<file path="config.mk">
export PLATFORM = sky130hd
export DESIGN_NAME = http_header_line_tokenizer
export DESIGN_NICKNAME = d
export VERILOG_FILES = /design/src/rtl/htl_pkg.sv /design/src/rtl/http_header_line_tokenizer.sv /design/src/rtl/htl_front.sv /design/src/rtl/htl_queue.sv /design/src/rtl/htl_back.sv
export SDC_FILE = /design/constraint.sdc
export NUM_CORES = 1
export LEC_CHECK = 0
export BUFFER_PORTS_ARGS = -buffer_cell sky130_fd_sc_hd__buf_2
export CAP_MARGIN = 20
export CORE_MARGIN = 5
export CORE_UTILIZATION = 45
export CTS_CLUSTER_SIZE = 28
export DETAILED_ROUTE_END_ITERATION = 8
export PLACE_DENSITY = 0.59
export SLEW_MARGIN = 20
export SYNTH_ARGS = -nofsm -noshare
export SYNTH_HDL_FRONTEND = slang
export SYNTH_SLANG_ARGS = --single-unit
</file>
<file path="constraint.sdc">
create_clock -name clk -period 5.8 [get_ports clk]
set_input_delay 0.29 -clock clk [delete_from_list [all_inputs] [get_ports clk]]
set_output_delay 0.29 -clock clk [all_outputs]
set_load 0.02 [all_outputs]
</file>
<file path="src/rtl/htl_pkg.sv">
package htl_pkg;

  localparam int FL_W          = 17;
  localparam int NAME_LIMIT_W  = 11;
  localparam int VALUE_LIMIT_W = 16;
  localparam int CFG_W         = 16;
  localparam int RUN_MAX       = 3;
  localparam int FQ_DEPTH      = 4;
  localparam int FQ_PTR_W      = 2;
  localparam int FQ_CNT_W      = 3;

  localparam logic [2:0] KIND_NAME        = 3'd0;
  localparam logic [2:0] KIND_VALUE       = 3'd1;
  localparam logic [2:0] KIND_FIELD_END   = 3'd2;
  localparam logic [2:0] KIND_HEADERS_END = 3'd3;
  localparam logic [2:0] KIND_ERROR       = 3'd4;

  localparam logic [2:0] ERR_NONE      = 3'd0;
  localparam logic [2:0] ERR_NAME_LONG = 3'd1;
  localparam logic [2:0] ERR_VALUE_LONG = 3'd2;
  localparam logic [2:0] ERR_NO_COLON  = 3'd3;
  localparam logic [2:0] ERR_NO_EMPTY  = 3'd4;

  localparam logic [7:0] CH_COLON = 8'h3A;
  localparam logic [7:0] CH_LF    = 8'h0A;
  localparam logic [7:0] CH_CR    = 8'h0D;
  localparam logic [7:0] CH_SPACE = 8'h20;
  localparam logic [7:0] CH_NUL   = 8'h00;

  localparam logic CFG_NAME_LIMIT  = 1'b0;
  localparam logic CFG_VALUE_LIMIT = 1'b1;

  localparam logic [NAME_LIMIT_W-1:0]  NAME_LIMIT_RST  = 11'd256;
  localparam logic [VALUE_LIMIT_W-1:0] VALUE_LIMIT_RST = 16'd8192;

  typedef struct packed {
    logic [7:0] data_byte;
    logic       new_message;
    logic       end_of_chunk;
  } in_word_t;

  typedef struct packed {
    logic [2:0] kind;
    logic [7:0] out_byte;
    logic [2:0] error_code;
    logic       last_of_run;
  } out_word_t;

  typedef struct packed {
    logic [2:0] kind;
    logic [7:0] out_byte;
    logic [2:0] error_code;
  } res_t;

  // all results of one input byte
  typedef struct packed {
    res_t [RUN_MAX-1:0] res;
    logic [1:0]         cnt;
  } run_t;

  typedef struct packed {
    logic                full;
    logic                empty;
    logic [FQ_CNT_W-1:0] count;
  } q_stat_t;

  function automatic res_t mk_res(logic [2:0] kind, logic [7:0] b, logic [2:0] err);
    res_t r;
    r.kind       = kind;
    r.out_byte   = b;
    r.error_code = err;
    return r;
  endfunction

endpackage

</file>
<file path="src/rtl/http_header_line_tokenizer.sv">
// Words of an accepted byte are registered into the run queue and leave its head.
// Throughput: one input byte per cycle while each byte yields at most one word and
// out_ready is high; the output drains one word per cycle while out_ready is high,
// and bytes yielding 2 or 3 words are buffered in a 4-entry run queue before input stalls.
// Reset (synchronous, rst_n low): parser state and queue clear, limits 256/8192.
module http_header_line_tokenizer import htl_pkg::*; (
  input  logic             clk,
  input  logic             rst_n,
  input  logic             cfg_we,
  input  logic             cfg_index,
  input  logic [CFG_W-1:0] cfg_wdata,
  input  logic             in_valid,
  output logic             in_ready,
  input  in_word_t         in_word,
  output logic             out_valid,
  input  logic             out_ready,
  output out_word_t        out_word
);

  q_stat_t q_stat;
  run_t    q_run;
  run_t    q_head;
  logic    q_push;
  logic    q_pop;

  htl_front u_front (
    .clk       (clk),
    .rst_n     (rst_n),
    .cfg_we    (cfg_we),
    .cfg_index (cfg_index),
    .cfg_wdata (cfg_wdata),
    .in_valid  (in_valid),
    .in_ready  (in_ready),
    .in_word   (in_word),
    .q_stat    (q_stat),
    .q_push    (q_push),
    .q_run     (q_run)
  );

  htl_queue u_queue (
    .clk      (clk),
    .rst_n    (rst_n),
    .push     (q_push),
    .push_run (q_run),
    .pop      (q_pop),
    .head     (q_head),
    .stat     (q_stat)
  );

  htl_back u_back (
    .clk       (clk),
    .rst_n     (rst_n),
    .q_head    (q_head),
    .q_stat    (q_stat),
    .q_pop     (q_pop),
    .out_valid (out_valid),
    .out_ready (out_ready),
    .out_word  (out_word)
  );

`ifndef SYNTHESIS
  a_q_bound: assert property (@(posedge clk) disable iff (!rst_n)
    q_stat.count <= FQ_CNT_W'(FQ_DEPTH))
    else $error("run queue count beyond depth");

  a_run_cont: assert property (@(posedge clk) disable iff (!rst_n)
    (out_valid && out_ready && !out_word.last_of_run) |=> out_valid)
    else $error("run broken before its last word");

  a_err_code: assert property (@(posedge clk) disable iff (!rst_n)
    out_valid |-> ((out_word.kind == KIND_ERROR) == (out_word.error_code != ERR_NONE)))
    else $error("error code does not match kind");

  a_byte_zero: assert property (@(posedge clk) disable iff (!rst_n)
    (out_valid && out_word.kind != KIND_NAME && out_word.kind != KIND_VALUE)
      |-> (out_word.out_byte == CH_NUL))
    else $error("marker word carries a byte");
`endif

endmodule

</file>
<file path="src/rtl/htl_front.sv">
module htl_front import htl_pkg::*; (
  input  logic             clk,
  input  logic             rst_n,
  input  logic             cfg_we,
  input  logic             cfg_index,
  input  logic [CFG_W-1:0] cfg_wdata,
  input  logic             in_valid,
  output logic             in_ready,
  input  in_word_t         in_word,
  input  q_stat_t          q_stat,
  output logic             q_push,
  output run_t             q_run
);

  logic [NAME_LIMIT_W-1:0]  name_limit_r;
  logic [VALUE_LIMIT_W-1:0] value_limit_r;
  logic                     in_value_r, in_value_nxt;
  logic [FL_W-1:0]          field_length_r, field_length_nxt;
  logic                     cr_held_r, cr_held_nxt;
  logic                     finished_r, finished_nxt;
  logic                     accept;

  assign in_ready = !q_stat.full;
  assign accept   = in_valid && in_ready;

  always_comb begin
    logic            iv;
    logic [FL_W-1:0] fl;
    logic            cr;
    logic            fin;
    logic            first;
    logic [2:0]      kind;
    logic [FL_W-1:0] limit;
    logic [1:0]      n;
    logic [7:0]      b;
    iv    = in_value_r;
    fl    = field_length_r;
    cr    = cr_held_r;
    fin   = finished_r;
    b     = in_word.data_byte;
    first = 1'b0;
    n     = 2'd0;
    q_run = '0;
    if (in_word.new_message) begin
      iv  = 1'b0;
      fl  = '0;
      cr  = 1'b0;
      fin = 1'b0;
    end
    kind  = iv ? KIND_VALUE : KIND_NAME;
    limit = iv ? {{(FL_W-VALUE_LIMIT_W){1'b0}}, value_limit_r}
               : {{(FL_W-NAME_LIMIT_W){1'b0}}, name_limit_r};
    if (!fin) begin
      if (fl >= limit) begin
        q_run.res[n] = mk_res(KIND_ERROR, CH_NUL, iv ? ERR_VALUE_LONG : ERR_NAME_LONG);
        n   = n + 2'd1;
        cr  = 1'b0;
        fin = 1'b1;
      end else if (b == CH_LF) begin
        if (iv) begin
          q_run.res[n] = mk_res(KIND_FIELD_END, CH_NUL, ERR_NONE);
          n  = n + 2'd1;
          cr = 1'b0;
          iv = 1'b0;
          fl = '0;
        end else if (fl == '0 || (fl == {{(FL_W-1){1'b0}}, 1'b1} && cr)) begin
          q_run.res[n] = mk_res(KIND_HEADERS_END, CH_NUL, ERR_NONE);
          n   = n + 2'd1;
          cr  = 1'b0;
          fin = 1'b1;
        end else begin
          q_run.res[n] = mk_res(KIND_ERROR, CH_NUL, ERR_NO_COLON);
          n   = n + 2'd1;
          cr  = 1'b0;
          fin = 1'b1;
        end
      end else begin
        // held CR turns out to be data
        if (cr) begin
          q_run.res[n] = mk_res(kind, CH_CR, ERR_NONE);
          n  = n + 2'd1;
          cr = 1'b0;
        end
        if (!iv && b == CH_COLON) begin
          iv = 1'b1;
          fl = '0;
        end else begin
          first = (fl == '0);
          fl    = fl + {{(FL_W-1){1'b0}}, 1'b1};
          if (b == CH_CR) begin
            cr = 1'b1;
          end else if (!(iv && first && b == CH_SPACE)) begin
            q_run.res[n] = mk_res(kind, b, ERR_NONE);
            n = n + 2'd1;
          end
        end
      end
      if (!fin && in_word.end_of_chunk) begin
        q_run.res[n] = mk_res(KIND_ERROR, CH_NUL, ERR_NO_EMPTY);
        n   = n + 2'd1;
        cr  = 1'b0;
        fin = 1'b1;
      end
    end
    q_run.cnt        = n;
    in_value_nxt     = iv;
    field_length_nxt = fl;
    cr_held_nxt      = cr;
    finished_nxt     = fin;
  end

  assign q_push = accept && (q_run.cnt != 2'd0);

  always_ff @(posedge clk) begin
    if (!rst_n) begin
      name_limit_r   <= NAME_LIMIT_RST;
      value_limit_r  <= VALUE_LIMIT_RST;
      in_value_r     <= 1'b0;
      field_length_r <= '0;
      cr_held_r      <= 1'b0;
      finished_r     <= 1'b0;
    end else begin
      if (cfg_we) begin
        case (cfg_index)
          CFG_NAME_LIMIT:  name_limit_r  <= cfg_wdata[NAME_LIMIT_W-1:0];
          CFG_VALUE_LIMIT: value_limit_r <= cfg_wdata[VALUE_LIMIT_W-1:0];
          default: ;
        endcase
      end
      if (accept) begin
        in_value_r     <= in_value_nxt;
        field_length_r <= field_length_nxt;
        cr_held_r      <= cr_held_nxt;
        finished_r     <= finished_nxt;
      end
    end
  end

endmodule

</file>
<file path="src/rtl/htl_queue.sv">
module htl_queue import htl_pkg::*; (
  input  logic    clk,
  input  logic    rst_n,
  input  logic    push,
  input  run_t    push_run,
  input  logic    pop,
  output run_t    head,
  output q_stat_t stat
);

  run_t                entry_r [FQ_DEPTH];
  logic [FQ_PTR_W-1:0] wr_ptr_r, rd_ptr_r;
  logic [FQ_CNT_W-1:0] count_r;
  logic                do_push, do_pop;

  assign stat.full  = (count_r == FQ_CNT_W'(FQ_DEPTH));
  assign stat.empty = (count_r == '0);
  assign stat.count = count_r;
  assign do_push    = push && !stat.full;
  assign do_pop     = pop && !stat.empty;
  assign head       = entry_r[rd_ptr_r];

  always_ff @(posedge clk) begin
    if (do_push) begin
      entry_r[wr_ptr_r] <= push_run;
    end
  end

  always_ff @(posedge clk) begin
    if (!rst_n) begin
      wr_ptr_r <= '0;
      rd_ptr_r <= '0;
      count_r  <= '0;
    end else begin
      if (do_push) wr_ptr_r <= wr_ptr_r + FQ_PTR_W'(1);
      if (do_pop)  rd_ptr_r <= rd_ptr_r + FQ_PTR_W'(1);
      case ({do_push, do_pop})
        2'b10:   count_r <= count_r + FQ_CNT_W'(1);
        2'b01:   count_r <= count_r - FQ_CNT_W'(1);
        default: ;
      endcase
    end
  end

endmodule

</file>
<file path="src/rtl/htl_back.sv">
module htl_back import htl_pkg::*; (
  input  logic      clk,
  input  logic      rst_n,
  input  run_t      q_head,
  input  q_stat_t   q_stat,
  output logic      q_pop,
  output logic      out_valid,
  input  logic      out_ready,
  output out_word_t out_word
);

  logic [1:0] idx_r;
  res_t       cur;
  logic       last;

  assign cur       = q_head.res[idx_r];
  assign last      = (idx_r == q_head.cnt - 2'd1);
  assign out_valid = !q_stat.empty;

  assign out_word.kind        = cur.kind;
  assign out_word.out_byte    = cur.out_byte;
  assign out_word.error_code  = cur.error_code;
  assign out_word.last_of_run = last;

  assign q_pop = out_valid && out_ready && last;

  always_ff @(posedge clk) begin
    if (!rst_n) begin
      idx_r <= 2'd0;
    end else if (out_valid && out_ready) begin
      idx_r <= last ? 2'd0 : idx_r + 2'd1;
    end
  end

endmodule

</file>
Yosys cells after proc, flatten, opt, wreduce, memory -nomap -nowiden
Memory sizes are Yosys's and may differ from the RTL's. A register that Yosys moved wholly into a read port is not among the register bits. Cells that the tools add are included.

Register bits: 56. Bits in writable memories: 176. Bits of input ports: 32. Memories: 1.

$add $sub $neg: 9. Magnitude comparators: 6. Eq/ne operators: 9. Multiplexer cells: 70. Bitwise logic cells: 4. Reductions and logical operators: 24.

Memory list: u_queue.entry_r (depth 4, bits a word 44, rd ports 1, clocked after Yosys merged registers in 1, wr ports 1, line htl_queue.sv:11) `run_t entry_r [FQ_DEPTH];`.

Operator list (number): $mux W42 (5); $mux W14 (12); $mux W17 (6); $mux W28 (3); $demux W14 S2 (2); $bwmux W42 (1); $and A36 B36 Y36 (1); $not A36 Y36 (1); $mux W2 (15); $bmux W14 S2 (1); $mux W1 (23); $add A17 B1 Y17 const B (1); $eq A17 B1 Y1 const B (1); $ge A17 B17 Y1 (1); $logic_not A17 Y1 (1); $eq A8 B4 Y1 const B (2); $eq A8 B6 Y1 const B (2); $mux W16 (1); $logic_and A1 B1 Y1 (13); $add A2 B1 Y2 const B (5); $lt A2 B3 Y1 const B (3); $or A6 B6 Y6 (1); $pmux W3 S2 (1); $ge A2 B1 Y1 const B (2); 13 further kinds (18).

Longest topological paths before layout
Depth after elaboration: 20. Mapped depth: 23.

Cells and area by module
From an unflattened synthesis, not the netlist that was laid out.

Cells, all modules: 842. Area total of the unflattened synthesis: 10981.8 um^2.

Modules (own cells, without submodules): htl_queue (instances 1, cells each 284, area an instance 6886.6 um^2, sequential area each 5465.2 um^2); htl_front (instances 1, cells each 493, area an instance 3647.2 um^2, sequential area each 940.9 um^2); htl_back (instances 1, cells each 65, area an instance 447.9 um^2, sequential area each 40.0 um^2).

Worst setup path after synthesis
No wires, ideal clock.

Path kind: input to register. From: input port in_word[1] (netlist name). To: register u_queue.count_r[2]. Setup time: 0.070 ns. Arrival time: 4.545 ns. Setup slack: 1.185 ns. Stages on the path: 22. Path buffers: 5. Cells stage by stage: buf_6 -> clkbuf_1 -> clkbuf_1 -> buf_1 -> nor2_1 -> ha_1 -> a21oi_1 -> o21ai_0 -> a2111oi_4 -> o211a_1 -> buf_2 -> nand2_1 -> ha_1 -> mux2i_1 -> a311oi_2 -> inv_1 -> ha_1 -> inv_1 -> fa_1 -> xor2_1 -> or3_1 -> a21oi_1.

Word-level cells in the longest chain between the ends: 20. Elaborated cells on any way between the ends: 38. Classes of those cells: add/sub (2); order compare (1); eq/ne (2); mux (22); reduce/logical (11).

RTL lines: from (decl) (line http_header_line_tokenizer.sv:14) `input in_word_t in_word,`; $mux W1 (line htl_front.sv:44) `if (in_word.new_message) begin`; $mux W1 (line htl_front.sv:79) `if (cr) begin`; $mux W2 (line htl_front.sv:59) `end else if (b == CH_LF) begin`; $mux W2 (line htl_front.sv:54) `if (fl >= limit) begin`; $mux W2 (line htl_front.sv:53) `if (!fin) begin`; $add A2 B1 Y2 (line htl_front.sv:94) `n = n + 2'd1;`; $mux W2 (line htl_front.sv:92) `end else if (!(iv && first && b == CH_SPACE)) begin`; $mux W2 (line htl_front.sv:90) `if (b == CH_CR) begin`; [... 4 more ...]; $add A2 B1 Y2 (line htl_front.sv:100) `n = n + 2'd1;`; $mux W2 (line htl_front.sv:98) `if (!fin && in_word.end_of_chunk) begin`; $mux W2 * (line htl_front.sv:53); $reduce_bool A2 Y1 * (line htl_front.sv:112) `assign q_push = accept && (q_run.cnt != 2'd0);`; $logic_and A1 B1 Y1 * (line htl_front.sv:112); $logic_and A1 B1 Y1 * (line htl_queue.sv:19) `assign do_push = push && !stat.full;`; $eq A2 B1 Y1 / $eq A2 B2 Y1 (equally long branches) (line htl_queue.sv:37) `case ({do_push, do_pop})`; $pmux W3 S2 / $reduce_bool A2 Y1 (equally long branches); to (signal assigned) (line htl_queue.sv:38) `2'b10: count_r <= count_r + FQ_CNT_W'(1);`; to (signal assigned) (line htl_queue.sv:39) `2'b01: count_r <= count_r - FQ_CNT_W'(1);`; to (decl) (line htl_queue.sv:13) `logic [FQ_CNT_W-1:0] count_r;`.

Every way passes the cells marked *; elsewhere a longest branch is shown, timed or not. The select of a mux whose other input is x is not followed. A chain may end at the register's enable or synchronous reset.

Worst setup path after layout
From: register u_front.in_value_r. To: register u_queue.count_r[2].

Word-level cells in the longest chain between the ends: 17. Elaborated cells on any way between the ends: 29. Classes of those cells: add/sub (1); order compare (1); eq/ne (2); mux (15); reduce/logical (10).

RTL lines: from (decl) (line htl_front.sv:17) `logic in_value_r, in_value_nxt;`; from (signal assigned) (line htl_front.sv:131) `in_value_r <= in_value_nxt;`; $mux W1 * (line htl_front.sv:44); branches (longest 9 deep; another with $ge A17 B17 Y1); $mux W2 * (line htl_front.sv:98); $mux W2 * (line htl_front.sv:53); $reduce_bool A2 Y1 * (line htl_front.sv:112); $logic_and A1 B1 Y1 * (line htl_front.sv:112); $logic_and A1 B1 Y1 * (line htl_queue.sv:19); $eq A2 B1 Y1 / $eq A2 B2 Y1 (equally long branches) (line htl_queue.sv:37); $pmux W3 S2 / $reduce_bool A2 Y1 (equally long branches).

Every way passes the cells marked *. The select of a mux whose other input is x is not followed.

==> results.toml <==
[cells_and_area]
final_cell_mix = "nand2_1, edfxtp_1, a21oi_1"
fin_nets = 798
drive_gt1_share_pct = 17.55
final_common_cell = "nand2_1"
synthToLayoutAreaGrowth_pct = 12.38

[pwr]
combPwrFrac_pct = 13.5
p_switching_mw = 0.7549
p_int_mw = 2.025
max-vdd-ir-drop_mv = 0.2096
seqPwrFrac_pct = 48.8
power_frac_clock_pct = 37.7
power_mw = 2.780
power_density_nw_per_um2 = 310.6
power_leakage_nw = 3.121
p_sw_share_pct = 27.16

[cts]
post_cts_resized = 0
path_clk_slew_ps = 60
htree_levels = 4
clk_path_buf_depth = 2
holdBufCountCts = 0
numCtsBuffers = 17
cts_tree = "built"
clock-sinks = 166
ctsRootBufferMaster = "clkbuf_16"
clock_latency_ps = 430
post_cts_buffers = 0

[timing]
fmax_ghz = 0.1989
finalCritPeriodShare_pct = 86.70
hold_viol = 0
rsz0062_at_grt = "no"
fin_tns_setup_ps = 0
finalCriticalPeriod_ps = 5029
relSlewSlack_pct = 44.94
worstMarginPinSlew_ps = 824.2
maxSlewViolCount = 0
skew_ps = 15.36
setup_viol = 0

[floorplan]
boundaryPins = 49
core_um2 = 17360
start_util_pct = 45.88
rows = 48
die-area_um2 = 20450
fp.dieH_um = 143.0
die-width_um = 143.0

[worst_setup_path]
startpoint_type = "flop"
arrival_ps = 5370
critical_path_class = "flop to flop"
critPathLaunch = "u_front.in_value_r"
timing.rr.start = "u_front.in_value_r"
cp_max_fo = 14
max_stage_delay_ps = 650
end_kind = "flop"
critPathSlowestCell = "nor2b_2"
cp_cell_sequence = "nor2b_2, nand2_1, ha_1, a21oi_1, o21ai_0, a2111oi_4, o211a_1, nand2_1, ha_1, mux2i_1, a311oi_2, inv_1, ha_1, inv_1, fa_1, xor2_1, or3_1, a21oi_1"
path_common_cell = "ha_1"
required_ps = 6150

[drt]
routed_wl_um = 18260
vias_per_cell = 5.622
wl_per_cell_um = 18.67
dr.pass1.iters = 5
drtAntennaViolNets = 0
vias = 5498
drt_iter0_drc = 346
drc_errors = 0

[min_path]
min_from = "cfg_wdata[13]"
hp-class = "input pin to flop"

[yosys]
synth_area_per_cell_um2 = 11.38
ys_types = 66
ys_seq_area_share_pct = 55.31
synth_edf_count = 108
async_reset_ff_share_pct = 0
syn-num-nets = 759
synth_cells = 700
synth_ff_type = "edfxtp_1"
synth-seq-cells = 166
synth_area_um2 = 7963
synth.yosys.warnings = 0

[run_status]
outcome = "finished, final reports clean"

[placement]
gp_congestion = 0.8684
place.detailed.hpwl_um = 12400
portBuffers = 48

[global_routing]
grt_pass1_vias = 5621
antenna_found_initial = 1
grt_max_degree = 38
grt.overflow.total = 0
grt_pass1_wl_um = 29250
grt_util_all_layers_pct = 18.45

[run]
maxCapViolations = 0
[cell families after synthesis]
logic type	share of synthesized area (%)
AOI/OAI and AO/OA	9.475
and+or+nand+nor	17.38
DFF	55.31
adders and majority gates	4.337
buffers and inverters	2.907
muxes	9.821
xor gates and xnor gates	0.7700
[sequential cells by signal, summed over array words and instances, names as in the netlist, named ones only]
| register | count |
|---|---|
| u_back.idx_r | 2 |
| u_front.cr_held_r | 1 |
| u_front.field_length_r | 17 |
| u_front.finished_r | 1 |
| u_front.in_value_r | 1 |
| u_front.name_limit_r | 11 |
| u_front.value_limit_r | 16 |
| u_queue.count_r | 3 |
| u_queue.entry_r | 108 |
| u_queue.rd_ptr_r | 2 |
| u_queue.wr_ptr_r | 2 |
[cell usage after synthesis (3+ instances only)]
library cell / number / area share, %
nand2_1: 119 / 5.6
edfxtp_1: 108 / 41
a21oi_1: 63 / 4.0
dfxtp_1: 58 / 15
nor2_1: 37 / 1.7
mux4_2: 27 / 7.6
ha_1: 26 / 4.1
and2_1: 22 / 1.7
clkbuf_1: 22 / 1.0
o21ai_0: 19 / 1.2
inv_1: 18 / 0.85
mux2i_1: 16 / 2.0
nand3_1: 16 / 1.0
nor2b_1: 16 / 1.3
nor3_1: 12 / 0.75
and3_1: 9 / 0.71
nand2b_1: 8 / 0.63
nor4_1: 8 / 0.63
buf_1: 7 / 0.33
a31oi_1: 6 / 0.47
or4_1: 6 / 0.57
buf_2: 5 / 0.31
nand3b_1: 5 / 0.47
nand4b_1: 4 / 0.44
o32ai_1: 4 / 0.44
or3_1: 4 / 0.31
xnor2_1: 4 / 0.44
a41oi_1: 3 / 0.33
and4_1: 3 / 0.33
xor2_1: 3 / 0.33
[worst max-delay path: cells and delay by family (launching register included)]
kind	cells	cell delay, ps
compound gates	6	1540
simple gates	4	1220
fa+ha+maj	4	1180
flops	1	430
mux	1	230
buf+inv	2	160
xor+xnor	1	160
[per-stage QoR]
| step | hold WS [ps] | utilization, % | cells | setup WS, ps | area, um^2 |
|---|---|---|---|---|---|
| CTS | 58.05 | 51.50 | 977 | 816.9 | 8939 |
| global route | 81.62 | 51.56 | 978 | 332.8 | 8949 |
| detailed placement | 449.9 | 48.36 | 945 | 812.0 | 8393 |
| finish | 74.09 | 51.56 | 978 | 771.2 | 8949 |
| global placement | 450.3 | 48.36 | 945 | 992.8 | 8393 |
| floorplan | 414.2 | - | 700 | 1185 | 7963 |
[path summary, 6_finish.rpt]
check        slack (ps)                   endpoint  cells past startpoint
max reg2reg         770         u_queue.count_r[2]                     18
max                 770         u_queue.count_r[2]                     18
min reg2reg         460  u_front.value_limit_r[11]                      2
min                  70  u_front.value_limit_r[13]                      3
[cell type report]
class	count	area [um^2]
fill	1545	8408
sequential	166	4405
clock buffer	17	425.4
inverter	19	71.32
multi-input combinational	478	3334
timing repair buffer	57	307.8
tap	225	281.5
clock inverter	15	120.1
antenna	1	2.502
[routing by layer]
layer	share of wire (%)	up-vias	GRT usage [%]
li1	-	2657	-
met1	43	2712	22.90
met2	52	102	32.37
met3	3.6	27	3.248
met4	1.7	0	6.653
met5	0	-	0
[power by group through the flow]
stage / registers (mW) / logic, mW / clock network [mW]
3_5_place_dp: 1.38 / 0.379 / 0
6_report: 1.36 / 0.376 / 1.05
4_1_cts: 1.36 / 0.380 / 1.07
5_1_grt: 1.36 / 0.416 / 1.12
2_1_floorplan: 1.37 / 0.274 / 0
3_3_place_gp: 1.38 / 0.370 / 0
Note: power is estimated with default switching activity, not from simulation.
